## src/rtl/core/bfba_pkg.sv

```systemverilog
// shared types and constants for the best-fit block allocator
// used by bfba_ctrl, bfba_datapath and best_fit_block_allocator; no dependencies
`timescale 1ns / 1ps

package bfba_pkg;

   localparam int ACTION_W  = 1;
   localparam int INDEX_W   = 4;
   localparam int SIZE_W    = 16;
   localparam int COUNT_W   = 5;
   localparam int TDATA_W   = 24;

   localparam logic [ACTION_W-1:0] ACTION_LOAD    = 1'b0;
   localparam logic [ACTION_W-1:0] ACTION_REQUEST = 1'b1;

   // commands from the controller to the datapath
   typedef struct packed {
      logic load_we;   // write one block size, free the block
      logic start;     // latch request, clear best candidate, reset scan
      logic issue;     // read the table entry at the scan counter
      logic finish;    // register the result, mark the chosen block
   } ctrl_cmd_type;

   // status from the datapath to the controller
   typedef struct packed {
      logic scan_done; // every block within the limit has been read
   } dp_status_type;

   typedef enum logic [2:0] {
      ST_IDLE   = 3'b001,
      ST_SCAN   = 3'b010,
      ST_FINISH = 3'b100
   } state_type;

endpackage

```

## src/rtl/core/bfba_ctrl.sv

```systemverilog
// controller state machine of the best-fit block allocator
// depends on bfba_pkg for command, status and state types
`timescale 1ns / 1ps

module bfba_ctrl
   import bfba_pkg::*;
(
   input  logic                clock,
   input  logic                reset,
   input  logic                req_tvalid,
   output logic                req_tready,
   input  logic [ACTION_W-1:0] req_action,
   output logic                rsp_tvalid,
   input  logic                rsp_tready,
   input  dp_status_type       status,
   output ctrl_cmd_type        cmd
);

   state_type state_ff, state_in;
   logic      rsp_valid_ff, rsp_valid_in;
   logic      slot_free;

   assign slot_free  = !rsp_valid_ff || rsp_tready;
   assign req_tready = (state_ff == ST_IDLE);
   assign rsp_tvalid = rsp_valid_ff;

   always_comb begin
      state_in = state_ff;
      cmd      = '0;
      unique case (state_ff)
         ST_IDLE: begin
            if (req_tvalid) begin
               if (req_action == ACTION_REQUEST) begin
                  cmd.start = 1'b1;
                  state_in  = ST_SCAN;
               end else begin
                  cmd.load_we = 1'b1;
               end
            end
         end
         ST_SCAN: begin
            if (status.scan_done) begin
               state_in = ST_FINISH;
            end else begin
               cmd.issue = 1'b1;
            end
         end
         ST_FINISH: begin
            // hold until the output register can take the result
            if (slot_free) begin
               cmd.finish = 1'b1;
               state_in   = ST_IDLE;
            end
         end
         default: begin
            state_in = ST_IDLE;
         end
      endcase
   end

   assign rsp_valid_in = cmd.finish || (rsp_valid_ff && !rsp_tready);

   always_ff @(posedge clock) begin
      if (reset) begin
         state_ff     <= ST_IDLE;
         rsp_valid_ff <= 1'b0;
      end else begin
         state_ff     <= state_in;
         rsp_valid_ff <= rsp_valid_in;
      end
   end

`ifndef NO_ASSERTIONS
   a_finish_slot_free: assert property (@(posedge clock) disable iff (reset)
      cmd.finish |-> (!rsp_valid_ff || rsp_tready))
      else $error("result registered while output still occupied");

   a_issue_not_done: assert property (@(posedge clock) disable iff (reset)
      cmd.issue |-> !status.scan_done)
      else $error("table read issued past the scan limit");
`endif

endmodule

```

## src/rtl/core/bfba_datapath.sv

```systemverilog
// datapath of the best-fit block allocator: size memory, used marks, scan and result
// depends on bfba_pkg for field widths and command/status types
`timescale 1ns / 1ps

module bfba_datapath
   import bfba_pkg::*;
#(
   parameter int NUM_BLOCKS = 16,
   parameter int SIZE_WIDTH = 16
)(
   input  logic               clock,
   input  logic               reset,
   input  logic               csr_we,
   input  logic [COUNT_W-1:0] csr_wdata,
   input  logic [INDEX_W-1:0] req_index,
   input  logic [SIZE_W-1:0]  req_size,
   input  ctrl_cmd_type       cmd,
   output dp_status_type      status,
   output logic               rsp_granted,
   output logic [INDEX_W-1:0] rsp_block,
   output logic [SIZE_W-1:0]  rsp_leftover
);

   localparam int IDX_W = (NUM_BLOCKS > 1) ? $clog2(NUM_BLOCKS) : 1;
   localparam int CNT_W = $clog2(NUM_BLOCKS + 1);

   logic [SIZE_WIDTH-1:0] size_mem [NUM_BLOCKS];

   logic [COUNT_W-1:0]    count_ff;
   logic [NUM_BLOCKS-1:0] used_ff, used_in;
   logic [SIZE_WIDTH-1:0] req_size_ff;
   logic [CNT_W-1:0]      limit_ff, limit_in;
   logic [CNT_W-1:0]      cnt_ff;
   logic [SIZE_WIDTH-1:0] rd_size_ff;
   logic [IDX_W-1:0]      rd_idx_ff;
   logic                  rd_used_ff;
   logic                  rd_valid_ff;
   logic                  found_ff;
   logic [IDX_W-1:0]      best_idx_ff;
   logic [SIZE_WIDTH-1:0] best_size_ff;
   logic                  granted_ff;
   logic [INDEX_W-1:0]    block_ff;
   logic [SIZE_W-1:0]     leftover_ff;

   logic                  load_ok;
   logic [IDX_W-1:0]      load_addr;
   logic [IDX_W-1:0]      scan_addr;
   logic [SIZE_WIDTH-1:0] size_in;
   logic                  fit;
   logic                  better;
   logic [SIZE_WIDTH-1:0] left;

   assign load_ok   = (32'(req_index) < NUM_BLOCKS);
   assign load_addr = IDX_W'(req_index);
   assign scan_addr = cnt_ff[IDX_W-1:0];
   assign size_in   = SIZE_WIDTH'(req_size);

   // count above the table saturates
   assign limit_in = (32'(count_ff) >= NUM_BLOCKS) ? CNT_W'(NUM_BLOCKS) : CNT_W'(count_ff);

   assign status.scan_done = (cnt_ff == limit_ff);

   // candidates share one request size, so a smaller size is a smaller leftover
   assign fit    = rd_valid_ff && !rd_used_ff && (rd_size_ff >= req_size_ff);
   assign better = fit && (!found_ff || (rd_size_ff < best_size_ff));
   assign left   = best_size_ff - req_size_ff;

   always_ff @(posedge clock) begin
      if (cmd.load_we && load_ok) begin
         size_mem[load_addr] <= size_in;
      end
   end

   always_ff @(posedge clock) begin
      if (cmd.issue) begin
         rd_size_ff <= size_mem[scan_addr];
         rd_used_ff <= used_ff[scan_addr];
         rd_idx_ff  <= scan_addr;
      end
   end

   always_comb begin
      used_in = used_ff;
      if (cmd.load_we && load_ok) begin
         used_in[load_addr] = 1'b0;
      end
      if (cmd.finish && found_ff) begin
         used_in[best_idx_ff] = 1'b1;
      end
   end

   always_ff @(posedge clock) begin
      if (reset) begin
         count_ff    <= '0;
         used_ff     <= '0;
         cnt_ff      <= '0;
         limit_ff    <= '0;
         rd_valid_ff <= 1'b0;
         found_ff    <= 1'b0;
      end else begin
         if (csr_we) begin
            count_ff <= csr_wdata;
         end
         used_ff     <= used_in;
         rd_valid_ff <= cmd.issue;
         if (cmd.start) begin
            cnt_ff   <= '0;
            limit_ff <= limit_in;
            found_ff <= 1'b0;
         end else if (cmd.finish) begin
            found_ff <= 1'b0;
         end else begin
            if (cmd.issue) begin
               cnt_ff <= cnt_ff + 1'b1;
            end
            if (better) begin
               found_ff <= 1'b1;
            end
         end
      end
   end

   always_ff @(posedge clock) begin
      if (cmd.start) begin
         req_size_ff <= size_in;
      end
      if (better) begin
         best_idx_ff  <= rd_idx_ff;
         best_size_ff <= rd_size_ff;
      end
      if (cmd.finish) begin
         granted_ff  <= found_ff;
         block_ff    <= found_ff ? INDEX_W'(best_idx_ff) : '0;
         leftover_ff <= found_ff ? SIZE_W'(left) : '0;
      end
   end

   assign rsp_granted  = granted_ff;
   assign rsp_block    = block_ff;
   assign rsp_leftover = leftover_ff;

`ifndef NO_ASSERTIONS
   a_issue_in_range: assert property (@(posedge clock) disable iff (reset)
      cmd.issue |-> (cnt_ff < limit_ff))
      else $error("scan counter beyond limit");

   a_best_is_free: assert property (@(posedge clock) disable iff (reset)
      found_ff |-> !used_ff[best_idx_ff])
      else $error("best candidate is already in use");

   a_best_fits: assert property (@(posedge clock) disable iff (reset)
      found_ff |-> (best_size_ff >= req_size_ff))
      else $error("best candidate smaller than request");
`endif

endmodule

```

## src/rtl/core/best_fit_block_allocator.sv

```systemverilog
// a load item writes one block size and frees that block; a request item scans the table
// and its result is registered once the output is free, with no new item taken until then;
// the scan reads one block per cycle, limit = min(block_count, NUM_BLOCKS) blocks, through
// the single read port of the size memory; reset (synchronous, active high) frees all blocks
// and clears block_count; block sizes hold no reset value and are not cleared
`timescale 1ns / 1ps

module best_fit_block_allocator
   import bfba_pkg::*;
#(
   parameter int NUM_BLOCKS = 16,
   parameter int SIZE_WIDTH = 16
)(
   input  logic               clock,
   input  logic               reset,
   // configuration: block_count
   input  logic               csr_we,
   input  logic [COUNT_W-1:0] csr_wdata,
   // input items
   input  logic               req_tvalid,
   output logic               req_tready,
   input  logic [TDATA_W-1:0] req_tdata,   // block_index[3:0], size_value[19:4], zero pad
   input  logic [ACTION_W-1:0] req_tuser,  // action[0]
   // result items
   output logic               rsp_tvalid,
   input  logic               rsp_tready,
   output logic [TDATA_W-1:0] rsp_tdata,   // chosen_block[3:0], leftover[19:4], zero pad
   output logic               rsp_tuser    // granted[0]
);

   ctrl_cmd_type       cmd;
   dp_status_type      status;
   logic               rsp_granted;
   logic [INDEX_W-1:0] rsp_block;
   logic [SIZE_W-1:0]  rsp_leftover;

   // unpack input item fields
   logic [INDEX_W-1:0] req_index;
   logic [SIZE_W-1:0]  req_size;

   assign req_index = req_tdata[INDEX_W-1:0];
   assign req_size  = req_tdata[INDEX_W +: SIZE_W];

   // sequencing: accept, scan, then register the result when the output is free
   bfba_ctrl u_ctrl (
      .clock      (clock),
      .reset      (reset),
      .req_tvalid (req_tvalid),
      .req_tready (req_tready),
      .req_action (req_tuser),
      .rsp_tvalid (rsp_tvalid),
      .rsp_tready (rsp_tready),
      .status     (status),
      .cmd        (cmd)
   );

   // size table, used marks, best-fit compare and result register
   bfba_datapath #(
      .NUM_BLOCKS (NUM_BLOCKS),
      .SIZE_WIDTH (SIZE_WIDTH)
   ) u_datapath (
      .clock        (clock),
      .reset        (reset),
      .csr_we       (csr_we),
      .csr_wdata    (csr_wdata),
      .req_index    (req_index),
      .req_size     (req_size),
      .cmd          (cmd),
      .status       (status),
      .rsp_granted  (rsp_granted),
      .rsp_block    (rsp_block),
      .rsp_leftover (rsp_leftover)
   );

   // pack result item fields
   assign rsp_tdata = {{(TDATA_W - INDEX_W - SIZE_W){1'b0}}, rsp_leftover, rsp_block};
   assign rsp_tuser = rsp_granted;

endmodule
```

## config.mk

```make
export PLATFORM = sky130hd
export DESIGN_NAME = best_fit_block_allocator
export DESIGN_NICKNAME = d
export VERILOG_FILES = /design/src/rtl/core/bfba_pkg.sv /design/src/rtl/core/bfba_ctrl.sv /design/src/rtl/core/bfba_datapath.sv /design/src/rtl/core/best_fit_block_allocator.sv
export SDC_FILE = /design/constraint.sdc
export NUM_CORES = 1
export LEC_CHECK = 0
export BUFFER_PORTS_ARGS = -buffer_cell sky130_fd_sc_hd__buf_2
export CAP_MARGIN = 20
export CORE_ASPECT_RATIO = 1.5
export CORE_MARGIN = 2
export CORE_UTILIZATION = 45
export CTS_CLUSTER_DIAMETER = 30
export DETAILED_ROUTE_END_ITERATION = 12
export HOLD_SLACK_MARGIN = 0.02
export SYNTH_ARGS = -nofsm -noshare
export SYNTH_HDL_FRONTEND = slang
export SYNTH_HIERARCHICAL = 1
export SYNTH_SLANG_ARGS = --single-unit
```

## constraint.sdc

```tcl
create_clock -name clock -period 6.4 [get_ports clock]
set_clock_uncertainty 0.1 [all_clocks]
set_input_delay 0.64 -clock clock [delete_from_list [all_inputs] [get_ports clock]]
set_output_delay 0.64 -clock clock [all_outputs]
set_load 0.02 [all_outputs]
```

==> out/metrics.cfg <==
[run_status]
status = finished clean

[floorplanning]
core_um2 = 34200
initial_core_util = 0.457
fp.dieH_um = 232
std_cell_rows = 83
fp.dieArea_um2 = 36200
die_w_um = 156
io_pins = 62

[clock_network]
path_clk_slew_ps = 50
cts.htree.levels = 2
cts_buffer_depth = 3
post_cts_buffers = 0
cts_tree = built
cts_root_buffer = clkbuf_16
cts-resized-gates = 0
numCtsBuffers = 54
cts_hold_buffers = 0
clock-sinks = 371
clk_latency_ps = 570

[critical_path]
crit_fanout = 10
crit_family = simple AND/OR/NAND/NOR gates
worst_setup_path_start_kind = register
worstPathArrival_ps = 3700
worst_setup_path_end_kind = register
path_class = reg -> reg
cp_num_buf_inv = 1
path_cells = nand2_1 > nor4_1 > nand3b_1 > nor3_2 > buf_4 > nand2b_1 > a21oi_1
cp_slowest_stage_delay_ps = 770
worst_ep_required_time_ps = 6720
slowest_stage = nor3_2

[yosys]
yosys-top-cells-area = edfxtp_1 (64%), mux4_1 (8.1%), mux4_2 (5.3%)
synth-edff-count = 334
yosysTopAreaCell = edfxtp_1
syn_inst = 869
ys_seq_area_frac = 0.690
syn_area_um2 = 15600
dominantRegCellSynth = edfxtp_1
synth-seq-cells = 371
synth_top_area_frac = 0.643
ys_types = 59
synth_warnings = 6
async_flop_share = 0
syn_avg_cell_area_um2 = 18.0

[sta]
rsz0062_at_grt = false
maxSlewViolCount = 0
fin_tns_setup_ps = 0
tightest_slew_ps = 1080
setup_viol = 0
min_period_ps = 3380
fmax_mhz = 296
relSlewSlack = 0.280
hold_viol = 0
fin_crit_sh = 0.528

[final_layout]
layout_common_cells = edfxtp_1 (334), clkbuf_16 (57), buf_2 (53)
area_growth_syn_to_layout_pct = 17.7
mostFrequentLayoutCell = edfxtp_1
layoutNonFillerInstCount = 1439
drive_gt1_frac = 0.238
antennaDiodeCount = 0
finalNetCount = 1052
nFillCells = 2702

[grt]
antenna_found_initial = 1
grt_max_degree = 73
grt-ovfl-total = 0
grt_pass1_wl_mm = 49.1
first_global_vias = 8329
grt_usage = 0.183

[power]
combPwrFrac = 0.021
switching_share = 0.212
clkPwrFrac = 0.527
pwr-share-seq = 0.452
power_density_nw_per_um2 = 320
power.leakage_nw = 6.41
p_int_w = 0.00464
vdd_drop_max_uv = 205
switchingPower_w = 0.00124

[routing]
drc_errors = 0
dr.pass1.iters = 5
vias = 8049
viasPerCell = 5.59
routedWlPerCell_um = 22.3
drtAntennaViolNets = 0
wl_mm = 32.1
drt_iter0_markers = 580

[place]
place.gp.congestion = 0.836
place_hpwl_mm = 20.6
port_buffers = 53
placed_cells = 1337

[job]
drv_cap = 0

[hold_path]
hp-class = in -> reg

## layer usage
| metal | global-route usage | share of wire | up-vias |
|---|---|---|---|
| li1 | - | - | 3702 |
| met1 | 0.221 | 0.40 | 4119 |
| met2 | 0.335 | 0.54 | 177 |
| met3 | 0.0297 | 0.037 | 51 |
| met4 | 0.0576 | 0.022 | 0 |
| met5 | 0 | 0 | - |
## area by class of cell
cell class	instances	area, um^2	area share
Timing Repair Buffer	76	442	0.0241
Sequential cell	371	10800	0.587
Multi-Input combinational cell	429	4530	0.247
Clock buffer	60	1440	0.0783
Clock inverter	41	505	0.0275
Inverter	37	139	0.00756
Tap cell	425	532	0.0290
## cell usage after synthesis (6+ instances only)
cell and number:
ha_1 47, nand4_1 7, o21a_1 6, buf_6 8, nor2_1 47, nor2b_1 15, inv_1 37, nand2_1 32
a21o_1 8, mux2i_1 10, a211oi_1 9, nand2b_1 14, mux4_2 37, dfxtp_1 37, nor3_1 10, xor2_1 6
edfxtp_1 334, o21ai_0 27, mux4_1 48, clkbuf_1 18, nand3_1 10, a21oi_1 39, xnor2_1 8
## sequential cells by signal (all words and copies together) (netlist names)
name and flops:
u_datapath/size_mem 256, u_datapath/best_size_ff 16, u_datapath/rd_size_ff 16, u_datapath/req_size_ff 16
u_datapath/rsp_leftover 16, u_datapath/used_ff 16, u_datapath/cnt_ff 5, u_datapath/count_ff 5
u_datapath/limit_ff 5, u_datapath/best_idx_ff 4, u_datapath/rd_idx_ff 4, u_datapath/rsp_block 4
u_ctrl/state_ff 3, u_ctrl/rsp_tvalid 1, u_datapath/found_ff 1, u_datapath/rd_used_ff 1
u_datapath/rd_valid_ff 1, u_datapath/rsp_granted 1
## logic make-up after synthesis
group           count (synthesis)  share of synthesized area
xor+xnor                       14                    0.00786
buf+inv                        72                     0.0241
compound gates                108                     0.0453
flops                         371                      0.690
mux                            95                      0.141
fa+ha+maj                      48                     0.0390
simple gates                  160                     0.0523
other cells                     1                   0.000240
## through the flow
stage	total power [W]	area (um^2)	hold slack (ps)	utilization	setup WS (ps)
final	0.00588	18400	206	0.537	3020
after global placement	0.00283	16400	304	0.480	2800
after CTS	0.00595	18400	187	0.537	2940
after floorplan	0.00278	15600	300	-	1900
after detailed placement	0.00283	16400	305	0.480	2730
after global routing	0.00606	18400	216	0.537	2680
## power by group through the flow
stage / Sequential (W) / Clock (W) / Combinational, W
CTS: 0.00266 / 0.00316 / 0.000124
floorplan: 0.00271 / 0 / 0.0000677
finish: 0.00266 / 0.00310 / 0.000122
global placement: 0.00271 / 0 / 0.000120
global route: 0.00266 / 0.00326 / 0.000136
detailed placement: 0.00271 / 0 / 0.000124
## worst min-delay path: stages
cell and delay [ps]:
buf_2 70, mux2i_1 50, nor2_1 70
## final timing paths
| path | startpoint | endpoint | slack, ps | depth (start not counted) |
|---|---|---|---|---|
| setup reg to reg | u_ctrl/state_ff[0] | u_datapath/used_ff[2] | 3020 | 7 |
| setup / recovery | u_ctrl/state_ff[0] | u_datapath/used_ff[2] | 3020 | 7 |
| hold reg to reg | u_datapath/rd_idx_ff[3] | u_datapath/best_idx_ff[3] | 320 | 0 |
| hold / removal | csr_wdata[4] | u_datapath/count_ff[4] | 210 | 3 |
Note: power is estimated with default switching activity, not from simulation.
